[src/sha_pkg.sv]
`default_nettype none
package sha_pkg;

    typedef enum logic [1:0] {
        ENG_IDLE  = 2'd0,
        ENG_ROUND = 2'd1,
        ENG_ADD   = 2'd2,
        ENG_EMIT  = 2'd3
    } eng_state_t;

    // One entry of the front-to-back queue: a full 512-bit block and whether
    // it ends a message (digest wanted after it).
    typedef struct packed {
        logic [511:0] block;
        logic         last;
    } blk_entry_t;

    localparam logic [255:0] INIT_HASH = {
        32'h6a09e667, 32'hbb67ae85, 32'h3c6ef372, 32'ha54ff53a,
        32'h510e527f, 32'h9b05688c, 32'h1f83d9ab, 32'h5be0cd19
    };

    localparam logic [7:0] PAD_BYTE = 8'h80;
    localparam logic       OP_ABSORB = 1'b0;
    localparam logic       OP_FINISH = 1'b1;

    function automatic logic [31:0] round_const(input logic [5:0] idx);
        logic [31:0] k;
        case (idx)
            6'd0: k = 32'h428a2f98; 6'd1: k = 32'h71374491; 6'd2: k = 32'hb5c0fbcf;
            6'd3: k = 32'he9b5dba5; 6'd4: k = 32'h3956c25b; 6'd5: k = 32'h59f111f1;
            6'd6: k = 32'h923f82a4; 6'd7: k = 32'hab1c5ed5; 6'd8: k = 32'hd807aa98;
            6'd9: k = 32'h12835b01; 6'd10: k = 32'h243185be; 6'd11: k = 32'h550c7dc3;
            6'd12: k = 32'h72be5d74; 6'd13: k = 32'h80deb1fe; 6'd14: k = 32'h9bdc06a7;
            6'd15: k = 32'hc19bf174; 6'd16: k = 32'he49b69c1; 6'd17: k = 32'hefbe4786;
            6'd18: k = 32'h0fc19dc6; 6'd19: k = 32'h240ca1cc; 6'd20: k = 32'h2de92c6f;
            6'd21: k = 32'h4a7484aa; 6'd22: k = 32'h5cb0a9dc; 6'd23: k = 32'h76f988da;
            6'd24: k = 32'h983e5152; 6'd25: k = 32'ha831c66d; 6'd26: k = 32'hb00327c8;
            6'd27: k = 32'hbf597fc7; 6'd28: k = 32'hc6e00bf3; 6'd29: k = 32'hd5a79147;
            6'd30: k = 32'h06ca6351; 6'd31: k = 32'h14292967; 6'd32: k = 32'h27b70a85;
            6'd33: k = 32'h2e1b2138; 6'd34: k = 32'h4d2c6dfc; 6'd35: k = 32'h53380d13;
            6'd36: k = 32'h650a7354; 6'd37: k = 32'h766a0abb; 6'd38: k = 32'h81c2c92e;
            6'd39: k = 32'h92722c85; 6'd40: k = 32'ha2bfe8a1; 6'd41: k = 32'ha81a664b;
            6'd42: k = 32'hc24b8b70; 6'd43: k = 32'hc76c51a3; 6'd44: k = 32'hd192e819;
            6'd45: k = 32'hd6990624; 6'd46: k = 32'hf40e3585; 6'd47: k = 32'h106aa070;
            6'd48: k = 32'h19a4c116; 6'd49: k = 32'h1e376c08; 6'd50: k = 32'h2748774c;
            6'd51: k = 32'h34b0bcb5; 6'd52: k = 32'h391c0cb3; 6'd53: k = 32'h4ed8aa4a;
            6'd54: k = 32'h5b9cca4f; 6'd55: k = 32'h682e6ff3; 6'd56: k = 32'h748f82ee;
            6'd57: k = 32'h78a5636f; 6'd58: k = 32'h84c87814; 6'd59: k = 32'h8cc70208;
            6'd60: k = 32'h90befffa; 6'd61: k = 32'ha4506ceb; 6'd62: k = 32'hbef9a3f7;
            default: k = 32'hc67178f2;
        endcase
        return k;
    endfunction

endpackage
`default_nettype wire

[src/sha_engine.sv]
`default_nettype none
// One SHA-256 round per cycle over a 16-word sliding schedule, then the
// chaining add, then (for a closing block) eight digest transfers.
module sha_engine (
    input  wire logic                aclk,
    input  wire logic                aresetn,
    input  wire logic                blk_valid,
    output logic                     blk_ready,
    input  wire sha_pkg::blk_entry_t blk_entry,
    output logic                     m_valid,
    input  wire logic                m_ready,
    output logic [31:0]              m_digest_word,
    output logic [2:0]               m_word_index,
    output logic                     m_last_word
);
    sha_pkg::eng_state_t state_reg, state_next;
    logic [255:0] h_reg, h_next;
    logic [255:0] v_reg, v_next;
    logic [511:0] w_reg, w_next;
    logic [5:0]   rnd_reg, rnd_next;
    logic [2:0]   idx_reg, idx_next;
    logic         last_reg, last_next;

    logic [31:0] a, b, c, d, e, f, g, hh, w0, w1, w9, w14;
    logic [31:0] s0, s1, wnew, big0, big1, ch, maj, t1, t2;

    function automatic logic [31:0] ror(input logic [31:0] x, input int n);
        return (x >> n) | (x << (32 - n));
    endfunction

    always_comb begin
        {a, b, c, d, e, f, g, hh} = v_reg;
        w0   = w_reg[511:480];
        w1   = w_reg[479:448];
        w9   = w_reg[223:192];
        w14  = w_reg[63:32];
        s0   = ror(w1, 7) ^ ror(w1, 18) ^ (w1 >> 3);
        s1   = ror(w14, 17) ^ ror(w14, 19) ^ (w14 >> 10);
        wnew = w0 + s0 + w9 + s1;
        big1 = ror(e, 6) ^ ror(e, 11) ^ ror(e, 25);
        ch   = (e & f) ^ (~e & g);
        big0 = ror(a, 2) ^ ror(a, 13) ^ ror(a, 22);
        maj  = (a & b) ^ (a & c) ^ (b & c);
        t1   = hh + big1 + ch + sha_pkg::round_const(rnd_reg) + w0;
        t2   = big0 + maj;
    end

    always_comb begin
        state_next = state_reg;
        case (state_reg)
            sha_pkg::ENG_IDLE:  if (blk_valid) state_next = sha_pkg::ENG_ROUND;
            sha_pkg::ENG_ROUND: if (rnd_reg == 6'd63) state_next = sha_pkg::ENG_ADD;
            sha_pkg::ENG_ADD:   state_next = last_reg ? sha_pkg::ENG_EMIT : sha_pkg::ENG_IDLE;
            sha_pkg::ENG_EMIT:  if (m_ready && idx_reg == 3'd7) state_next = sha_pkg::ENG_IDLE;
            default:            state_next = sha_pkg::ENG_IDLE;
        endcase
    end

    always_comb begin
        blk_ready = 1'b0;
        m_valid   = 1'b0;
        h_next    = h_reg;
        v_next    = v_reg;
        w_next    = w_reg;
        rnd_next  = rnd_reg;
        idx_next  = idx_reg;
        last_next = last_reg;
        case (state_reg)
            sha_pkg::ENG_IDLE: begin
                blk_ready = 1'b1;
                if (blk_valid) begin
                    w_next    = blk_entry.block;
                    last_next = blk_entry.last;
                    v_next    = h_reg;
                    rnd_next  = 6'd0;
                end
            end
            sha_pkg::ENG_ROUND: begin
                v_next   = {t1 + t2, a, b, c, d + t1, e, f, g};
                w_next   = {w_reg[479:0], wnew};
                rnd_next = rnd_reg + 6'd1;
            end
            sha_pkg::ENG_ADD: begin
                for (int i = 0; i < 8; i++) begin
                    h_next[i*32 +: 32] = h_reg[i*32 +: 32] + v_reg[i*32 +: 32];
                end
                idx_next = 3'd0;
            end
            sha_pkg::ENG_EMIT: begin
                m_valid = 1'b1;
                if (m_ready) begin
                    idx_next = idx_reg + 3'd1;
                    h_next   = {h_reg[223:0], 32'd0};
                    if (idx_reg == 3'd7) h_next = sha_pkg::INIT_HASH;
                end
            end
            default: ;
        endcase
    end

    assign m_digest_word = h_reg[255:224];
    assign m_word_index  = idx_reg;
    assign m_last_word   = (idx_reg == 3'd7);

    always_ff @(posedge aclk) begin
        if (!aresetn) begin
            state_reg <= sha_pkg::ENG_IDLE;
            h_reg     <= sha_pkg::INIT_HASH;
            idx_reg   <= 3'd0;
        end else begin
            state_reg <= state_next;
            h_reg     <= h_next;
            idx_reg   <= idx_next;
        end
        v_reg    <= v_next;
        w_reg    <= w_next;
        rnd_reg  <= rnd_next;
        last_reg <= last_next;
    end
endmodule
`default_nettype wire

[config.mk]
export PLATFORM = sky130hd
export DESIGN_NAME = sha_engine
export DESIGN_NICKNAME = d
export VERILOG_FILES = /design/src/sha_pkg.sv /design/src/sha_engine.sv
export SDC_FILE = /design/constraint.sdc
export NUM_CORES = 2
export LEC_CHECK = 0
export BUFFER_PORTS_ARGS = -buffer_cell sky130_fd_sc_hd__buf_2
export CORE_MARGIN = 8
export CORE_UTILIZATION = 56
export CTS_CLUSTER_DIAMETER = 80
export DETAILED_ROUTE_END_ITERATION = 10
export GPL_TIMING_DRIVEN = 0
export PLACE_DENSITY = 0.78
export SLEW_MARGIN = 20
export SYNTH_ARGS = -nofsm -noshare
export SYNTH_HDL_FRONTEND = slang
export SYNTH_SLANG_ARGS = --single-unit
[constraint.sdc]
create_clock -name aclk -period 22 [get_ports aclk]
set_input_delay 3.3 -clock aclk [delete_from_list [all_inputs] [get_ports aclk]]
set_output_delay 3.3 -clock aclk [all_outputs]
set_load 0.01 [all_outputs]
Word level (Yosys, flattened, before mapping). Memories as Yosys holds them, arrays and structs flattened. A register that Yosys moved wholly into a read port is not among the register bits. Cells that the tools add are included.

Register bits after elaboration: 1036. ROM bits: 2048. Input bits: 517. Logic and storage cells: 91. Memories kept: 1.

Add/subtract/negate cells: 20. Equal/unequal tests: 9. Muxes and demuxes: 19. Bitwise logic cells: 27. Reductions and logical operators: 8.

Memory list: (no name shown) (depth 64, bits a word 32, read ports 1, clocked after Yosys merged registers in 1, write ports 0, line sha_pkg.sv:29) `case (idx)`.

Operator list (count): $pmux W256 S2 (2); $pmux W512 S2 (1); $mux W256 (3); $add A32 B32 Y32 (18); $mux W512 (1); $xor A32 B32 Y32 (9); $and A32 B32 Y32 (5); $not A32 Y32 (1); $or A10 B32 Y32 (1); $or A13 B32 Y32 (1); $or A14 B32 Y32 (1); $or A15 B32 Y32 (1); $or A19 B32 Y32 (1); $or A21 B32 Y32 (1); $or A25 B32 Y32 (1); $or A26 B32 Y32 (1); $or A30 B32 Y32 (1); $or A7 B32 Y32 (1); $xor A32 B22 Y32 (1); $xor A32 B29 Y32 (1); $mux W6 (2); $pmux W6 S2 (1); $mux W2 (4); $ne A2 B2 Y1 const B (4); 15 further kinds (20).

Logic depth before layout (Yosys ltp).
Word-level depth: 9. Gate-level depth with buffers: 33. Gate-level depth less buffers: 32.

Worst setup path before layout. OpenSTA, ideal clock, no wires.

Path kind: input to register. From: input port blk_valid. To: register with a tool-made name. Setup time: 0.116 ns. Arrival: 22.424 ns. Required time: 21.884 ns. Setup slack: -0.540 ns. Stages on the path: 14. Cells stage by stage: o21ai_1 inv_1 o21ai_0 a22oi_1 inv_1 buf_2 buf_2 buf_1 ha_1 o21ai_0 o31ai_1 a21oi_1 o32ai_1 a31o_2.

RTL lines: from (decl) (line sha_engine.sv:7) `input wire logic blk_valid,`.

Worst setup path after layout.
From: register v_reg[110]. To: register v_reg[255] (data pin).

Word-level cells in the longest chain between the ends: 9.

RTL lines: from (decl) (line sha_engine.sv:18) `logic [255:0] v_reg, v_next;`; from (signal assigned) (line sha_engine.sv:115) `v_reg <= v_next;`; $or A21 B32 Y32 or $or A26 B32 Y32 (tied branches) (line sha_engine.sv:28) `return (x >> n) | (x << (32 - n));`; $xor A32 B32 Y32 (2 in series) (line sha_engine.sv:40) `big1 = ror(e, 6) ^ ror(e, 11) ^ ror(e, 25);`; $add A32 B32 Y32 (line sha_engine.sv:44) `t1 = hh + big1 + ch + sha_pkg::round_const(rnd_reg) + w0;`; $add A32 B32 Y32 * (3 in series) (line sha_engine.sv:44); $add A32 B32 Y32 * (line sha_engine.sv:79) `v_next = {t1 + t2, a, b, c, d + t1, e, f, g};`; $pmux W256 S2 * (line sha_engine.sv:68) `case (state_reg)`; via v_next[255] (line sha_engine.sv:18).

The timed path passes the listed nets; every way through them passes the cells marked *. A chain may end at the register's enable or synchronous reset.

==> impl_results.html <==
<table>
<tr><th>Metric</th><th>Value</th></tr>
<tr><th colspan="2">Floorplanning</th></tr>
<tr><td>Overall die height</td><td>375 um</td></tr>
<tr><td>Core area</td><td>0.128 sq mm</td></tr>
<tr><td>Effective utilization at floorplan</td><td>56.5%</td></tr>
<tr><td>Width of the die</td><td>375 um</td></tr>
<tr><td>Boundary pin count</td><td>555</td></tr>
<tr><td>Overall die area</td><td>0.140 sq mm</td></tr>
<tr><td>Placement row count</td><td>131</td></tr>
<tr><th colspan="2">Clock network</th></tr>
<tr><td>Reg clk slew, reported paths</td><td>0.06 ns</td></tr>
<tr><td>Clk Tree Root Cell</td><td>clkbuf_16</td></tr>
<tr><td>Clk buf depth</td><td>3</td></tr>
<tr><td>CTS tree</td><td>done</td></tr>
<tr><td>Buffer count from post-CTS setup fixing</td><td>0</td></tr>
<tr><td>Number of buffers created by CTS</td><td>118</td></tr>
<tr><td>Insertion delay to the later sink of the worst-skew pair</td><td>0.79 ns</td></tr>
<tr><td>H-tree depth</td><td>3</td></tr>
<tr><td>Gates resized, CTS repair</td><td>0</td></tr>
<tr><td>Clock tree sinks</td><td>1068</td></tr>
<tr><td>Cts hold-fix bufs</td><td>0</td></tr>
<tr><th colspan="2">STA</th></tr>
<tr><td>Ratio of final minimum period to clock period</td><td>45.9%</td></tr>
<tr><td>Pins Over Slew Limit</td><td>0</td></tr>
<tr><td>Maximum clock frequency</td><td>99.1 MHz</td></tr>
<tr><td>Final number of hold-violating endpoints</td><td>0</td></tr>
<tr><td>Worst slew margin relative to its limit</td><td>5.34%</td></tr>
<tr><td>Final setup fails</td><td>0</td></tr>
<tr><td>Worst setup slack after layout</td><td>11.91 ns</td></tr>
<tr><td>Minimum clock period after layout</td><td>10.09 ns</td></tr>
<tr><td>RSZ-0062 raised after global routing</td><td>false</td></tr>
<tr><td>Actual transition at the worst max-transition pin</td><td>1.42 ns</td></tr>
<tr><td>Maximum clock skew at final layout</td><td>0.0601 ns</td></tr>
<tr><th colspan="2">Worst setup path</th></tr>
<tr><td>Type of element capturing the critical path</td><td>register</td></tr>
<tr><td>Worst EP arrival</td><td>10.55 ns</td></tr>
<tr><td>Highest net fanout along the worst path</td><td>5</td></tr>
<tr><td>Slowest library cell on the worst path</td><td>clkbuf_1</td></tr>
<tr><td>Launch point of the critical path</td><td>v_reg[110]$_DFFE_PP_</td></tr>
<tr><td>Register-to-register path setup slack</td><td>11.91 ns</td></tr>
<tr><td>Kind of launch point of the worst setup path</td><td>register</td></tr>
<tr><td>Source of the worst register-to-register timing path</td><td>v_reg[110]$_DFFE_PP_</td></tr>
<tr><td>Worst stage delay on the critical path</td><td>0.81 ns</td></tr>
<tr><td>Crit path required time</td><td>22.46 ns</td></tr>
<tr><td>Most used cell along the critical path</td><td>o21ai_0</td></tr>
<tr><td>Start-to-end type of the worst setup path</td><td>register to register</td></tr>
<tr><th colspan="2">Route</th></tr>
<tr><td>Average wire per cell in the routed design</td><td>31.9 um</td></tr>
<tr><td>Routed via count divided by cell count</td><td>6.59</td></tr>
<tr><td>Vias after detailed routing</td><td>70.5k</td></tr>
<tr><td>Final wirelength</td><td>341000 um</td></tr>
<tr><td>Number of antenna-violating nets in the routed design</td><td>0</td></tr>
<tr><td>DRC violation count after routing</td><td>18</td></tr>
<tr><td>Initial drt markers</td><td>11.6k</td></tr>
<tr><td>Pre-antenna DRT Iters</td><td>11</td></tr>
<tr><th colspan="2">Logic synthesis</th></tr>
<tr><td>Mapped Avg Cell Area</td><td>8.79 sq um</td></tr>
<tr><td>Share of synthesized area occupied by flip-flops and latches</td><td>40.4%</td></tr>
<tr><td>Flop and latch count out of synthesis</td><td>1068</td></tr>
<tr><td>Post-synth EDFFs</td><td>775</td></tr>
<tr><td>Number of different library cells in the post-synthesis netlist</td><td>90</td></tr>
<tr><td>Predominant post-synthesis flop cell</td><td>edfxtp_1</td></tr>
<tr><td>Mapped Nets</td><td>9304</td></tr>
<tr><td>Share of async-settable or async-resettable flops after synthesis</td><td>0%</td></tr>
<tr><td>Synthesized instance count</td><td>8201</td></tr>
<tr><td>Yosys warning count</td><td>0</td></tr>
<tr><td>Cell area after technology mapping</td><td>0.0721 sq mm</td></tr>
<tr><th colspan="2">Layout</th></tr>
<tr><td>Number of nets in the layout</td><td>10.0k</td></tr>
<tr><td>Number of flip-flops under the largest register name</td><td>512</td></tr>
<tr><td>Layout area overhead</td><td>13.5%</td></tr>
<tr><td>Share of post-route cells with drive strength above 1</td><td>10.5%</td></tr>
<tr><td>Most common cell after layout, fill and taps aside</td><td>nand2_1</td></tr>
<tr><td>Post-Route Utilization</td><td>64.1%</td></tr>
<tr><td>Highest-count cells in the layout ignoring fill and taps</td><td>2397 x nand2_1, 775 x edfxtp_1, 565 x buf_2, 457 x inv_1, 421 x o21ai_0</td></tr>
<tr><th colspan="2">GRT</th></tr>
<tr><td>Via count of the first global-routing pass</td><td>66.1k</td></tr>
<tr><td>Global-route wire length before repair</td><td>469000 um</td></tr>
<tr><td>Initial antenna violation count</td><td>39</td></tr>
<tr><td>Overall routing resource usage</td><td>46.2%</td></tr>
<tr><td>Remaining Overflow, GRT</td><td>0</td></tr>
<tr><td>Largest net degree at the start of global routing</td><td>38</td></tr>
<tr><th colspan="2">Run</th></tr>
<tr><td>Maximum capacitance violations</td><td>0</td></tr>
<tr><th colspan="2">Outcome</th></tr>
<tr><td>Status</td><td>finished with violations</td></tr>
<tr><td>Failing checks</td><td>DRC</td></tr>
<tr><th colspan="2">Placement</th></tr>
<tr><td>Pre-CTS WS</td><td>12.77 ns</td></tr>
<tr><td>Half-perimeter wire length after placement</td><td>264000 um</td></tr>
<tr><td>Total of buffers placed on input and output ports</td><td>552</td></tr>
<tr><td>RePlAce Congestion</td><td>1.10</td></tr>
<tr><th colspan="2">Hold path</th></tr>
<tr><td>Hold Path Class</td><td>register to register</td></tr>
<tr><td>Start point of the worst hold path</td><td>w_reg[323]$_DFFE_PP_</td></tr>
</table>
==> worst max-delay path: cells and delay by family (launching register included) <==
| kind | cells | cell delay, ns |
|---|---|---|
| AO/OA/AOI/OAI | 12 | 3.79 |
| XOR/XNOR | 4 | 1.26 |
| buffers and inverters | 4 | 0.99 |
| AND/OR/NAND/NOR | 3 | 0.63 |
| adder cells (fa/ha/maj) | 6 | 2.70 |
| flip-flops | 1 | 0.38 |
==> cell usage after synthesis (23+ instances only) <==
cell / instances / share of area [%]
a211oi_1: 61 / 0.64
a21o_1: 187 / 1.9
a21oi_1: 394 / 2.7
a221oi_1: 34 / 0.41
a222oi_1: 40 / 0.56
a22oi_1: 23 / 0.24
a31oi_1: 39 / 0.34
and2_1: 32 / 0.28
and3_1: 31 / 0.27
buf_1: 41 / 0.21
buf_4: 33 / 0.34
clkbuf_1: 396 / 2.1
dfxtp_1: 293 / 8.1
edfxtp_1: 775 / 32
fa_1: 195 / 5.4
ha_1: 391 / 6.8
inv_1: 458 / 2.4
mux2_2: 28 / 0.44
nand2_1: 2397 / 12
nand2b_1: 57 / 0.49
nand3_1: 143 / 0.99
nor2_1: 292 / 1.5
nor2b_1: 94 / 0.82
nor3_1: 81 / 0.56
o211ai_1: 70 / 0.73
o21a_1: 42 / 0.44
o21ai_0: 423 / 2.9
o21bai_1: 52 / 0.54
o221ai_1: 53 / 0.64
o22ai_1: 31 / 0.27
o311ai_0: 52 / 0.63
o31ai_1: 30 / 0.31
or3_1: 26 / 0.23
xnor2_1: 367 / 4.5
xor2_1: 204 / 2.5
==> metrics by stage <==
stage / cells / hold WS [ns] / setup TNS (ns) / cell area [sq um]
finish: 10700 / 0.487 / 0 / 81800
global route: 10700 / 0.515 / 0 / 81800
CTS: 10700 / 0.494 / 0 / 81700
detailed placement: 10400 / 0.486 / 0 / 77800
global placement: 10400 / 0.484 / -43.19 / 76900
floorplan: 8201 / 0.461 / 0 / 72100
==> worst paths after layout <==
check | end | cells past startpoint
worst max-delay path | v_reg[255]$_DFFE_PP_ | 29
worst min register to register | w_reg[355]$_DFFE_PP_ | 2
worst max register to register | v_reg[255]$_DFFE_PP_ | 29
worst min-delay path | w_reg[355]$_DFFE_PP_ | 2
==> cell families (layout without fill, tap and decap cells) <==
group	after synthesis	after routing	share of synthesized area, %
and+or+nand+nor	3242	3242	18.5
AOI/OAI and AO/OA	1729	1729	15.9
DFF	1068	1068	40.4
buffers and inverters	939	1744	5.08
adders and majority gates	608	608	12.5
xor gates and xnor gates	571	571	6.94
muxes	44	44	0.659
other	0	28	0
==> area by class of cell <==
cell class,count,area (sq um)
clock buffer,156,3210
antenna,28,70.1
fill,10700,45900
clock inverter,63,669
multi-input combinational,6194,39400
timing repair buffer,586,3490
tap,1662,2080
inverter,460,1730
buffer,479,2000
sequential,1068,29100
==> routing by layer <==
layer	share of wire, %	GRT usage (%)	up-vias
met3	16	21.2	1434
li1	-	-	29700
met5	0.17	1.47	-
met2	40	64.4	6153
met1	35	57.8	33200
met4	7.9	28.4	28
Power is not shown: default switching activity piles up to over one toggle a cycle in this logic, so the estimate is an artifact.
