**src/sha_pkg.sv**
```systemverilog
`default_nettype none
package sha_pkg;

    typedef enum logic [1:0] {
        ENG_IDLE  = 2'd0,
        ENG_ROUND = 2'd1,
        ENG_ADD   = 2'd2,
        ENG_EMIT  = 2'd3
    } eng_state_t;

    // One entry of the front-to-back queue: a full 512-bit block and whether
    // it ends a message (digest wanted after it).
    typedef struct packed {
        logic [511:0] block;
        logic         last;
    } blk_entry_t;

    localparam logic [255:0] INIT_HASH = {
        32'h6a09e667, 32'hbb67ae85, 32'h3c6ef372, 32'ha54ff53a,
        32'h510e527f, 32'h9b05688c, 32'h1f83d9ab, 32'h5be0cd19
    };

    localparam logic [7:0] PAD_BYTE = 8'h80;
    localparam logic       OP_ABSORB = 1'b0;
    localparam logic       OP_FINISH = 1'b1;

    function automatic logic [31:0] round_const(input logic [5:0] idx);
        logic [31:0] k;
        case (idx)
            6'd0: k = 32'h428a2f98; 6'd1: k = 32'h71374491; 6'd2: k = 32'hb5c0fbcf;
            6'd3: k = 32'he9b5dba5; 6'd4: k = 32'h3956c25b; 6'd5: k = 32'h59f111f1;
            6'd6: k = 32'h923f82a4; 6'd7: k = 32'hab1c5ed5; 6'd8: k = 32'hd807aa98;
            6'd9: k = 32'h12835b01; 6'd10: k = 32'h243185be; 6'd11: k = 32'h550c7dc3;
            6'd12: k = 32'h72be5d74; 6'd13: k = 32'h80deb1fe; 6'd14: k = 32'h9bdc06a7;
            6'd15: k = 32'hc19bf174; 6'd16: k = 32'he49b69c1; 6'd17: k = 32'hefbe4786;
            6'd18: k = 32'h0fc19dc6; 6'd19: k = 32'h240ca1cc; 6'd20: k = 32'h2de92c6f;
            6'd21: k = 32'h4a7484aa; 6'd22: k = 32'h5cb0a9dc; 6'd23: k = 32'h76f988da;
            6'd24: k = 32'h983e5152; 6'd25: k = 32'ha831c66d; 6'd26: k = 32'hb00327c8;
            6'd27: k = 32'hbf597fc7; 6'd28: k = 32'hc6e00bf3; 6'd29: k = 32'hd5a79147;
            6'd30: k = 32'h06ca6351; 6'd31: k = 32'h14292967; 6'd32: k = 32'h27b70a85;
            6'd33: k = 32'h2e1b2138; 6'd34: k = 32'h4d2c6dfc; 6'd35: k = 32'h53380d13;
            6'd36: k = 32'h650a7354; 6'd37: k = 32'h766a0abb; 6'd38: k = 32'h81c2c92e;
            6'd39: k = 32'h92722c85; 6'd40: k = 32'ha2bfe8a1; 6'd41: k = 32'ha81a664b;
            6'd42: k = 32'hc24b8b70; 6'd43: k = 32'hc76c51a3; 6'd44: k = 32'hd192e819;
            6'd45: k = 32'hd6990624; 6'd46: k = 32'hf40e3585; 6'd47: k = 32'h106aa070;
            6'd48: k = 32'h19a4c116; 6'd49: k = 32'h1e376c08; 6'd50: k = 32'h2748774c;
            6'd51: k = 32'h34b0bcb5; 6'd52: k = 32'h391c0cb3; 6'd53: k = 32'h4ed8aa4a;
            6'd54: k = 32'h5b9cca4f; 6'd55: k = 32'h682e6ff3; 6'd56: k = 32'h748f82ee;
            6'd57: k = 32'h78a5636f; 6'd58: k = 32'h84c87814; 6'd59: k = 32'h8cc70208;
            6'd60: k = 32'h90befffa; 6'd61: k = 32'ha4506ceb; 6'd62: k = 32'hbef9a3f7;
            default: k = 32'hc67178f2;
        endcase
        return k;
    endfunction

endpackage
`default_nettype wire

```
**src/sha_queue.sv**
```systemverilog
`default_nettype none
// Two-entry block queue between the collector and the compression engine.
module sha_queue (
    input  wire logic                aclk,
    input  wire logic                aresetn,
    input  wire logic                in_valid,
    output logic                     in_ready,
    input  wire sha_pkg::blk_entry_t in_entry,
    output logic                     out_valid,
    input  wire logic                out_ready,
    output sha_pkg::blk_entry_t      out_entry
);
    sha_pkg::blk_entry_t slot_reg [2];
    logic       wp_reg, rp_reg;
    logic [1:0] cnt_reg;
    logic       wr, rd;

    assign in_ready  = (cnt_reg != 2'd2);
    assign out_valid = (cnt_reg != 2'd0);
    assign out_entry = slot_reg[rp_reg];
    assign wr = in_valid && in_ready;
    assign rd = out_valid && out_ready;

    always_ff @(posedge aclk) begin
        if (!aresetn) begin
            wp_reg  <= 1'b0;
            rp_reg  <= 1'b0;
            cnt_reg <= 2'd0;
        end else begin
            if (wr) wp_reg <= !wp_reg;
            if (rd) rp_reg <= !rp_reg;
            cnt_reg <= cnt_reg + 2'(wr) - 2'(rd);
        end
        if (wr) slot_reg[wp_reg] <= in_entry;
    end
endmodule
`default_nettype wire

```
**config.mk**
```make
export PLATFORM = sky130hd
export DESIGN_NAME = sha_queue
export DESIGN_NICKNAME = d
export VERILOG_FILES = /design/src/sha_pkg.sv /design/src/sha_queue.sv
export SDC_FILE = /design/constraint.sdc
export NUM_CORES = 1
export LEC_CHECK = 0
export BUFFER_PORTS_ARGS = -buffer_cell sky130_fd_sc_hd__clkbuf_2
export CAP_MARGIN = 10
export CORE_AREA = 5 5 404 406
export CTS_CLUSTER_DIAMETER = 40
export DETAILED_ROUTE_END_ITERATION = 7
export DIE_AREA = 0 0 409 411
export HOLD_SLACK_MARGIN = 0.12
export PLACE_DENSITY = 0.41
export SETUP_SLACK_MARGIN = 0.5
export SLEW_MARGIN = 5
export SYNTH_ARGS = -nofsm -noshare
export SYNTH_HDL_FRONTEND = slang
export SYNTH_SLANG_ARGS = --single-unit
```
**constraint.sdc**
```tcl
create_clock -name aclk -period 29.8 [get_ports aclk]
set_input_delay 4.47 -clock aclk [delete_from_list [all_inputs] [get_ports aclk]]
set_output_delay 4.47 -clock aclk [all_outputs]
set_load 0.1 [all_outputs]
```
; ---- After elaboration in Yosys (flattened, before gate mapping)
; Memory sizes are Yosys's and may differ from the RTL's. A register that Yosys moved wholly into a read port is not among the register bits.
; Cells that the tools add are included.
[word_totals]
reg_bits = 4
latch_bits = 0
ram_bits = 1026
mem_bits_ro = 0
in_bits = 517
output_inout_bits = 515
n_memories = 1
[classes]
add_sub_neg = 2
multipliers = 0
n_div = 0
order_cmp = 0
n_eq_ne = 1
n_shift = 0
muxes = 4
n_bitwise = 0
n_reduce_logical = 5
[mem_list]
columns = name, words, width, rd, rd_clocked_by_memory_dff, wr, line_no
row1 = slot_reg, 2, 513, 1, 1, 1, sha_queue.sv:13  ; sha_pkg::blk_entry_t slot_reg [2];
[ops]
columns = operator, count
row1 = 1-bit two-way mux, 4
row2 = 2-bit by 1-bit adder with 2-bit output, 1
row3 = 1-bit logical AND, 2
row4 = 1-bit zero test, 2
row5 = "2-bit inequality test, second input constant", 1
row6 = 2-bit nonzero test, 1
row7 = 2-bit by 1-bit subtractor with 2-bit output, 1

; ---- Depth between registers and ports, before layout
; Gate-level depths: netlist of the first run.
[depth]
ltp_word = 4
ltp_mapped = 6
depth_no_buf = 6

; ---- Least setup slack after synthesis of the first run
; Ideal clock, no wire load.
[synth_timing]
path_kind = input port to flip-flop
startpoint = in in_valid
endpoint = mem slot_reg[1][0] (netlist name), enable pin
t_arrival_ns = 16.142
required_ns = 28.852
path_slack_ns = 12.710
stages = 1
cell_sequence = and3_1
[synth_via]
elab_chain_cells = 3
[synth_lines]
columns = element, line_no
row1 = start: declaration, sha_queue.sv:6  ; input wire logic in_valid,
row2 = 1-bit logical AND, sha_queue.sv:21  ; assign wr = in_valid && in_ready;
row3 = 1-bit two-way mux, sha_queue.sv:34  ; if (wr) slot_reg[wp_reg] <= in_entry;
row4 = 1-bit two-way mux (not written as such), sha_queue.sv:34
row5 = end: declaration, sha_queue.sv:13
; No other way between the ends.

==> impl_metrics.py, run 1 <==
metrics = {
    "status": {
        "status": "finished, final reports clean",
    },
    "clock_network": {
        "clkSinkCount": 1031,
        "cts_resized": 0,
        "clock_latency_ns": 0.77,
        "post-cts-setup-buffer-count": 0,
        "cts_root_buf": "clkbuf_16",
        "cts_tree": "built",
        "clk_pin_slew_ns": 0.05,
        "clockBufferDepth": 3,
        "numCtsBuffers": 175,
        "htreeDepth": 4,
        "postCtsHoldBufs": 0,
    },
    "layout": {
        "mostFrequentLayoutCells": "clkbuf_2 (1031), edfxtp_1 (1026), mux2_4 (470), clkbuf_16 (175), mux2_2 (43)",
        "largest_register_ff_count": 1026,
        "area_delta_synth_final_pct": 34.1,
        "layout-drive-gt1-share_pct": 63.0,
        "final_util_pct": 33.1,
        "final_nets": 3313,
        "fillers": 15426,
        "final_common_cell": "clkbuf_2",
    },
    "timing": {
        "period_needed_ns": 10.72,
        "slew_headroom_pct": 21.7,
        "drv_slew": 0,
        "timing.hold.ws_ns": 0.511,
        "finClkSkew_ns": 0.0409,
        "setup_violations": 0,
        "fin_crit_sh_pct": 36.0,
        "tns_ns": 0,
        "worst_slew_pin_slew_ns": 1.17,
        "worst_slack_ns": 19.08,
        "finalHoldViolations": 0,
        "max_freq_ghz": 0.0933,
        "grt_setup_unrepaired": "no",
    },
    "power_and_ir_drop": {
        "power_mw": 5.95,
        "vdd_ir_drop_max_mv": 0.0742,
        "power_density_nw_per_um2": 113,
        "p_leak_nw": 20.5,
    },
    "synth": {
        "synth.cell_area_um2": 39300,
        "synth_cell_types": 26,
        "synth.avg_cell_area_um2": 24.2,
        "synth_top_cell_by_area": "edfxtp_1",
        "synth_top_area_share_pct": 78.3,
        "synth-seq-cells": 1031,
        "synthTopCellsByArea": "edfxtp_1 (78%), mux2_4 (18%), mux2_2 (1.2%), buf_8 (1.2%), buf_6 (0.63%)",
        "synth_fp_nets": 2144,
        "synth_cells": 1626,
        "yosysSeqAreaShare_pct": 78.6,
        "yosysWarnings": 0,
    },
    "floorplanning": {
        "io_pins": 1032,
        "die_area_um2": 168000,
        "rows": 147,
        "core_area_um2": 159000,
        "initial_utilization_pct": 24.7,
        "die_h_um": 411,
        "dieWidth_um": 409,
    },
    "placement": {
        "pre_cts_ws_ns": 19.80,
        "hpwl_mm": 84.5,
        "gp_congestion": 0.854,
        "port-buffer-count": 1031,
    },
    "detailed_routing": {
        "vias_per_cell": 3.99,
        "wl_per_cell_um": 23.1,
        "firstDrtPassIters": 5,
        "drcViolationCount": 0,
        "drt-total-wl_mm": 117,
        "dr.first_iter.drc_count": 1151,
        "ant_nets": 0,
        "via_count": 20135,
    },
    "critical_path": {
        "cp_max_fo": 92,
        "critical_path_class": "reg -> out",
        "cpPeakStageDelay_ns": 1.00,
        "cp_common_cell": "buf_4",
        "crit_arrival_ns": 6.25,
        "worst_ep_required_time_ns": 25.33,
        "cpMaxStageDelayCell": "buf_4",
        "cp-end-kind": "primary output",
        "cp_cell_sequence": "buf_4 -> buf_4 -> buf_12 -> buf_4 -> mux2_4 -> clkbuf_2",
        "startpoint_type": "register",
    },
    "global_route": {
        "grt_max_degree": 152,
        "grt_pass1_vias": 21987,
        "grt_use_total_pct": 13.2,
        "antenna_found_initial": 32,
        "grt_pass1_wl_mm": 160,
        "grt_overflow": 0,
    },
    "worst_hold_path": {
        "hold_class": "reg -> reg",
    },
    "job": {
        "cap_violations": 0,
    },
}
==> cells by family (layout without fill, tap and decap cells) <==
| family | after synthesis | after routing | synth area share, % |
|---|---|---|---|
| other cells | 0 | 17 | 0 |
| fa+ha+maj | 1 | 1 | 0.0318 |
| compound gates | 6 | 6 | 0.111 |
| flops | 1031 | 1031 | 78.6 |
| buf+inv | 59 | 1378 | 1.88 |
| simple gates | 15 | 15 | 0.219 |
| xor+xnor | 1 | 1 | 0.0223 |
| mux | 513 | 513 | 19.2 |
==> report_power, final <==
group / internal [mW] / total [mW] / switching [mW]
registers: 1.77 / 1.82 / 0.0482
logic: 0.425 / 2.07 / 1.65
clock network: 1.32 / 2.06 / 0.739
==> worst max-delay path, delay by kind of cell, from the launching register on <==
kind / cells / cell delay (ns)
multiplexers: 1 / 0.32
flip-flops: 1 / 0.91
buffers and inverters: 5 / 3.86
==> final timing paths <==
check | to | slack, ns | cells after the start | start
min | register | 0.51 | 2 | rp_reg
max reg2reg | slot_reg[0][396] | 25.31 | 6 | cnt_reg[0]
min reg2reg | register | 0.51 | 2 | rp_reg
max | out_entry[371] | 19.08 | 6 | register
==> metal layers <==
metal | vias to the layer above | track usage, % | routed length, um
met1 | 10075 | 14.0 | 42600
met5 | - | 0 | 166
met4 | 24 | 4.47 | 3130
li1 | 8979 | - | -
met2 | 830 | 23.6 | 60100
met3 | 227 | 5.70 | 10600
==> layout make-up <==
type | count | area [um^2] | area share (%)
antenna | 17 | 42.5 | 0.0806
clock buffer | 189 | 4430 | 8.40
clock inverter | 138 | 1720 | 3.26
inverter | 2 | 15.0 | 0.0284
multi-input combinational | 536 | 7700 | 14.6
sequential | 1031 | 30900 | 58.6
tap | 2086 | 2610 | 4.95
timing repair buffer | 1049 | 5350 | 10.1
==> synth_stat cells <==
library cell / number
and3_1: 2
nor4_1: 1
buf_2: 4
xor2_1: 1
buf_6: 22
nor2b_1: 1
edfxtp_1: 1026
o21ai_0: 2
nor2_1: 4
a21oi_1: 1
nand3b_1: 1
ha_1: 1
mux2_2: 43
o21ba_2: 1
nand2b_1: 1
inv_1: 2
buf_8: 31
a21bo_2: 1
o31a_1: 1
dfxtp_1: 5
nand3_1: 1
or2_2: 1
nor4bb_1: 1
mux2_4: 470
nor3_1: 1
and2_1: 1
==> stage by stage <==
step           cell area, um^2  cells
6_report                 52800   5048
5_1_grt                  52800   5038
4_1_cts                  52700   5031
3_5_place_dp             46600   4704
3_3_place_gp             46600   4704
2_1_floorplan            39300   1626
Note: power is estimated with default switching activity, not from simulation.
==> inputs of run 2 (changes only) <==
--- a/config.mk
+++ b/config.mk
@@ -7,12 +7,12 @@
 export LEC_CHECK = 0
 export BUFFER_PORTS_ARGS = -buffer_cell sky130_fd_sc_hd__clkbuf_2
 export CAP_MARGIN = 10
-export CORE_AREA = 5 5 404 406
+export CORE_AREA = 5 5 395 397
 export CTS_CLUSTER_DIAMETER = 40
 export DETAILED_ROUTE_END_ITERATION = 7
-export DIE_AREA = 0 0 409 411
+export DIE_AREA = 0 0 400 402
 export HOLD_SLACK_MARGIN = 0.12
-export PLACE_DENSITY = 0.41
+export PLACE_DENSITY = 0.42
 export SETUP_SLACK_MARGIN = 0.5
 export SLEW_MARGIN = 5
 export SYNTH_ARGS = -nofsm -noshare
==> constraint.sdc (replaced) <==
create_clock -name aclk -period 10.3 [get_ports aclk]
set_input_delay 1.545 -clock aclk [delete_from_list [all_inputs] [get_ports aclk]]
set_output_delay 1.545 -clock aclk [all_outputs]
set_load 0.1 [all_outputs]
==> run 2 against run 1 <==
Sequential share of layout area increased by 0.49 points. Combinational power rose to 2.9 times the previous value. Die area shrank 4.3%. First-iteration DRC count decreased by 18%. Design area fell by 0.83%. Critical endpoint is now out_entry[512]. Largest cell class unchanged.
==> impl_metrics.py, run 2 (synthesized netlist as in run 1, its figures left out) <==
metrics = {
    "status": {
        "status": "finished, final reports clean",
    },
    "critical_path": {
        "critical_path_class": "reg -> out",
        "cp-end-kind": "primary output",
        "cpPeakStageDelay_ns": 0.82,
        "worst_ep_required_time_ns": 8.76,
        "cp_cell_sequence": "buf_12 -> buf_12 -> mux2_2 -> clkbuf_2",
        "cp_max_fo": 122,
        "cpMaxStageDelayCell": "dfxtp_4",
        "startpoint_type": "register",
        "cp_common_cell": "buf_12",
        "crit_arrival_ns": 4.04,
    },
    "timing": {
        "max_freq_ghz": 0.179,
        "period_needed_ns": 5.58,
        "finClkSkew_ns": 0.0371,
        "finalHoldViolations": 0,
        "tns_ns": 0,
        "worst_slew_pin_slew_ns": 1.20,
        "setup_violations": 0,
        "drv_slew": 0,
        "slew_headroom_pct": 19.7,
        "fin_crit_sh_pct": 54.2,
        "grt_setup_unrepaired": "no",
    },
    "detailed_routing": {
        "drt-total-wl_mm": 116,
        "firstDrtPassIters": 4,
        "vias_per_cell": 4.06,
        "drcViolationCount": 0,
        "wl_per_cell_um": 23.4,
        "via_count": 20240,
        "dr.first_iter.drc_count": 942,
        "ant_nets": 0,
    },
    "power_and_ir_drop": {
        "power_density_nw_per_um2": 320,
        "power_frac_clock_pct": 32.9,
        "p_int_mw": 9.76,
        "p_sw_mw": 7.00,
        "switching_share_pct": 41.7,
        "vdd_ir_drop_max_mv": 0.224,
        "p_leak_nw": 20.3,
        "pwr-share-comb_pct": 35.7,
        "seqPwrFrac_pct": 31.4,
    },
    "clock_network": {
        "htreeDepth": 4,
        "clock_latency_ns": 0.74,
        "cts_root_buf": "clkbuf_16",
        "clk_pin_slew_ns": 0.05,
        "clockBufferDepth": 3,
        "cts_resized": 0,
        "clkSinkCount": 1031,
        "postCtsHoldBufs": 0,
        "numCtsBuffers": 169,
        "post-cts-setup-buffer-count": 0,
        "cts_tree": "built",
    },
    "floorplanning": {
        "die_area_um2": 161000,
        "io_pins": 1032,
        "dieWidth_um": 400,
        "core_area_um2": 152000,
        "initial_utilization_pct": 26.0,
        "rows": 143,
        "die_h_um": 402,
    },
    "global_route": {
        "antenna_found_initial": 44,
        "grt_pass1_vias": 22116,
        "grt_use_total_pct": 13.8,
        "grt_max_degree": 160,
        "grt_overflow": 0,
        "grt_pass1_wl_mm": 158,
    },
    "layout": {
        "largest_register_ff_count": 1026,
        "layout-drive-gt1-share_pct": 62.9,
        "final_cells": 4987,
        "area_delta_synth_final_pct": 33.0,
        "final_common_cell": "clkbuf_2",
        "fillers": 14510,
        "mostFrequentLayoutCells": "clkbuf_2 (1031), edfxtp_1 (1026), mux2_4 (470), clkbuf_16 (170), mux2_2 (43)",
        "final_nets": 3304,
    },
    "placement": {
        "hpwl_mm": 85.4,
        "dp_cells": 4645,
        "port-buffer-count": 1031,
        "gp_congestion": 0.837,
    },
    "job": {
        "cap_violations": 0,
    },
    "worst_hold_path": {
        "hold_class": "reg -> reg",
    },
}
==> run 2: cell types whose count changed in the layout (fill, tap and decap cells not counted), moves of 3 or more <==
| cell | change |
|---|---|
| inv_6 | -12 |
| clkinv_4 | +6 |
| clkbuf_16 | -5 |
| clkinv_2 | +3 |
| bufinv_16 | -13 |
| clkinvlp_4 | +11 |
| buf_12 | +5 |
| buf_4 | -8 |
| clkbuf_1 | -4 |
| diode_2 | +8 |
==> run 2: metrics by stage <==
| stage | power [mW] | utilization (%) | setup slack [ns] | hold WS [ns] | cell area (um^2) |
|---|---|---|---|---|---|
| 5_1_grt | 17.3 | 34.5 | 4.53 | 0.529 | 52300 |
| 2_1_floorplan | 10.7 | - | 0.464 | 0.472 | 39300 |
| 6_report | 16.8 | 34.5 | 4.72 | 0.498 | 52300 |
| 3_3_place_gp | 11.3 | 30.7 | 5.56 | 0.491 | 46500 |
| 3_5_place_dp | 11.4 | 30.7 | 5.49 | 0.500 | 46500 |
| 4_1_cts | 17.0 | 34.5 | 4.62 | 0.498 | 52300 |
==> run 2: worst paths after layout <==
path / from / to / slack [ns] / cells past startpoint
max: register / out_entry[512] / 4.72 / 4
min: rp_reg / register / 0.50 / 2
max reg2reg: cnt_reg[0] / slot_reg[1][194] / 6.64 / 4
min reg2reg: rp_reg / register / 0.50 / 2
==> run 2: power groups by stage <==
stage          combinational, mW  sequential, mW  clock, mW
2_1_floorplan               5.28            5.39          0
3_3_place_gp                6.01            5.34          0
3_5_place_dp                6.03            5.35          0
4_1_cts                     6.04            5.27       5.67
5_1_grt                     6.14            5.29       5.87
6_report                    5.98            5.27       5.52
==> run 2: metal layers <==
layer / track usage (%) / part of all wire (%) / vias up
met4: 5.39 / 3.1 / 26
met5: 0 / 0.14 / -
met1: 14.1 / 35 / 10209
met3: 6.06 / 9.6 / 238
li1: - / - / 8938
met2: 24.7 / 52 / 829
==> run 2: cell type report <==
type	count	area [um^2]	share of cell area [%]
Sequential cell	1031	30900	59.1
Multi-Input combinational cell	536	7700	14.7
Timing Repair Buffer	1046	5390	10.3
Clock buffer	180	4290	8.20
Tap cell	2030	2540	4.85
Clock inverter	137	1440	2.75
Antenna cell	25	62.6	0.120
Inverter	2	11.3	0.0215
==> run 2: critical path, delay by kind of cell, from the launching register on <==
family	cells	cell delay (ns)
buffers and inverters	3	1.49
flip-flops	1	0.82
multiplexers	1	0.43
==> inputs of run 3 (changes only) <==
--- a/config.mk
+++ b/config.mk
@@ -7,10 +7,10 @@
 export LEC_CHECK = 0
 export BUFFER_PORTS_ARGS = -buffer_cell sky130_fd_sc_hd__clkbuf_2
 export CAP_MARGIN = 10
-export CORE_AREA = 5 5 395 397
+export CORE_AREA = 5 5 403 405
 export CTS_CLUSTER_DIAMETER = 40
 export DETAILED_ROUTE_END_ITERATION = 7
-export DIE_AREA = 0 0 400 402
+export DIE_AREA = 0 0 408 410
 export HOLD_SLACK_MARGIN = 0.12
 export PLACE_DENSITY = 0.42
 export SETUP_SLACK_MARGIN = 0.5
==> constraint.sdc (replaced) <==
create_clock -name aclk -period 5 [get_ports aclk]
set_input_delay 0.75 -clock aclk [delete_from_list [all_inputs] [get_ports aclk]]
set_output_delay 0.75 -clock aclk [all_outputs]
set_load 0.1 [all_outputs]
==> run 3 against run 2 <==
Utilization is 1.3 points higher. Clock skew fell by 0.010 ns. Sequential power grew 100%. Global-route usage is 0.12 points lower. Worst hold slack got worse by 0.29 ns. Worst setup slack lost 3.4 ns. Via count up 7.6%. Final cell count increased by 9.0%. Sequential share of layout area down 4.5 points. First-iteration DRC count rose by 3.6%. Sequential cell count unchanged.
==> impl_metrics.py, run 3 (synthesized netlist as in run 1, its figures left out) <==
metrics = {
    "power_and_ir_drop": {
        "p_leak_nw": 22.2,
        "power_density_nw_per_um2": 625,
        "seqPwrFrac_pct": 30.4,
        "power_frac_clock_pct": 33.4,
        "p_sw_mw": 14.7,
        "vdd_ir_drop_max_mv": 0.390,
        "pwr-share-comb_pct": 36.2,
        "p_int_mw": 20.7,
        "switching_share_pct": 41.4,
    },
    "timing": {
        "grt_setup_unrepaired": "no",
        "max_freq_ghz": 0.269,
        "slew_headroom_pct": 23.3,
        "finClkSkew_ns": 0.0266,
        "finalHoldViolations": 0,
        "drv_slew": 0,
        "setup_violations": 0,
        "timing.hold.ws_ns": 0.210,
        "worst_slew_pin_slew_ns": 1.15,
        "period_needed_ns": 3.72,
        "fin_crit_sh_pct": 74.4,
    },
    "critical_path": {
        "worst_ep_required_time_ns": 4.25,
        "startpoint_type": "register",
        "critical_path_class": "reg -> out",
        "cp-end-kind": "primary output",
        "crit_arrival_ns": 2.97,
        "cp_max_fo": 35,
    },
    "layout": {
        "largest_register_ff_count": 1026,
        "layout-drive-gt1-share_pct": 56.5,
        "area_delta_synth_final_pct": 43.9,
        "final_util_pct": 35.8,
        "final_common_cell": "clkbuf_2",
        "final_nets": 3718,
        "mostFrequentLayoutCells": "clkbuf_2 (1031), edfxtp_1 (1026), mux2_4 (470), dlygate4sd3_1 (374), clkbuf_16 (175)",
        "final_cells": 5438,
    },
    "global_route": {
        "grt_pass1_vias": 24083,
        "grt_use_total_pct": 13.7,
        "grt_max_degree": 123,
        "grt_pass1_wl_mm": 167,
        "antenna_found_initial": 31,
        "grt_overflow": 0,
    },
    "clock_network": {
        "cts_tree": "built",
        "numCtsBuffers": 175,
        "htreeDepth": 4,
        "cts_resized": 0,
        "clk_pin_slew_ns": 0.05,
        "clock_latency_ns": 0.76,
        "postCtsHoldBufs": 374,
        "post-cts-setup-buffer-count": 0,
        "cts_root_buf": "clkbuf_16",
        "clockBufferDepth": 3,
        "clkSinkCount": 1031,
    },
    "floorplanning": {
        "die_area_um2": 167000,
        "die_h_um": 410,
        "io_pins": 1032,
        "initial_utilization_pct": 24.9,
        "dieWidth_um": 408,
        "core_area_um2": 158000,
        "rows": 146,
    },
    "detailed_routing": {
        "via_count": 21772,
        "ant_nets": 0,
        "wl_per_cell_um": 22.0,
        "drt-total-wl_mm": 119,
        "vias_per_cell": 4.00,
        "firstDrtPassIters": 4,
        "drcViolationCount": 0,
        "dr.first_iter.drc_count": 976,
    },
    "placement": {
        "gp_congestion": 0.838,
        "hpwl_mm": 87.7,
        "dp_cells": 4721,
        "port-buffer-count": 1031,
    },
    "job": {
        "cap_violations": 0,
    },
    "worst_hold_path": {
        "hold_class": "in -> reg",
    },
    "status": {
        "status": "finished, final reports clean",
    },
}
run 3: cell types whose count changed in the layout (fill, tap and decap cells not counted), moves of 8 or more:
cell | previous run | this run
dlygate4sd3_1 | 0 | 374
buf_4 | 6 | 36
clkinv_1 | 29 | 17
inv_6 | 11 | 22
diode_2 | 25 | 17
run 3: routing by layer:
metal | vias to the layer above | part of all wire [%] | GRT usage [%]
met5 | - | 0.062 | 0
met4 | 12 | 3.7 | 5.69
met3 | 234 | 8.9 | 5.85
met2 | 882 | 51 | 24.1
met1 | 10858 | 36 | 14.3
li1 | 9786 | - | -
run 3: final cells by class:
class / count / area [um^2]
repair buffers: 1454 / 9430
clock inverters: 135 / 1490
fillers: 14936 / 101000
inverters: 2 / 11.3
diodes: 17 / 42.5
clock buffers: 191 / 4440
well taps: 2072 / 2590
flip-flops and latches: 1031 / 30900
multi-input cells: 536 / 7700
run 3: final timing paths:
kind / cells past startpoint / start / slack [ns] / end
max: 4 / register / 1.28 / out_entry[477]
min reg2reg: 2 / rp_reg / 0.50 / register
min: 1 / in_entry[173] / 0.21 / slot_reg[0][173]
max reg2reg: 5 / cnt_reg[0] / 2.40 / slot_reg[0][61]
run 3: power groups by stage:
stage | combinational (mW) | sequential [mW] | clock (mW)
6_report | 12.8 | 10.8 | 11.8
5_1_grt | 13.2 | 10.8 | 12.6
3_5_place_dp | 12.7 | 10.9 | 0
2_1_floorplan | 10.9 | 11.1 | 0
3_3_place_gp | 12.7 | 10.9 | 0
4_1_cts | 13.0 | 10.8 | 12.2
run 3: stage by stage:
stage	worst slack [ns]	area (um^2)	power [mW]	setup TNS [ns]
after global routing	1.10	56600	36.5	0
after floorplan	-3.98	39400	22.0	-3300.79
after global placement	2.04	46900	23.5	0
after CTS	1.13	56600	35.9	0
final	1.28	56600	35.4	0
after detailed placement	1.98	46900	23.6	0
run 3: worst max-delay path, stage by stage (launching register included):
cell	delay, ns
dfxtp_4	0.62
buf_12	0.33
buf_4	0.43
mux2_4	0.35
clkbuf_2	0.37
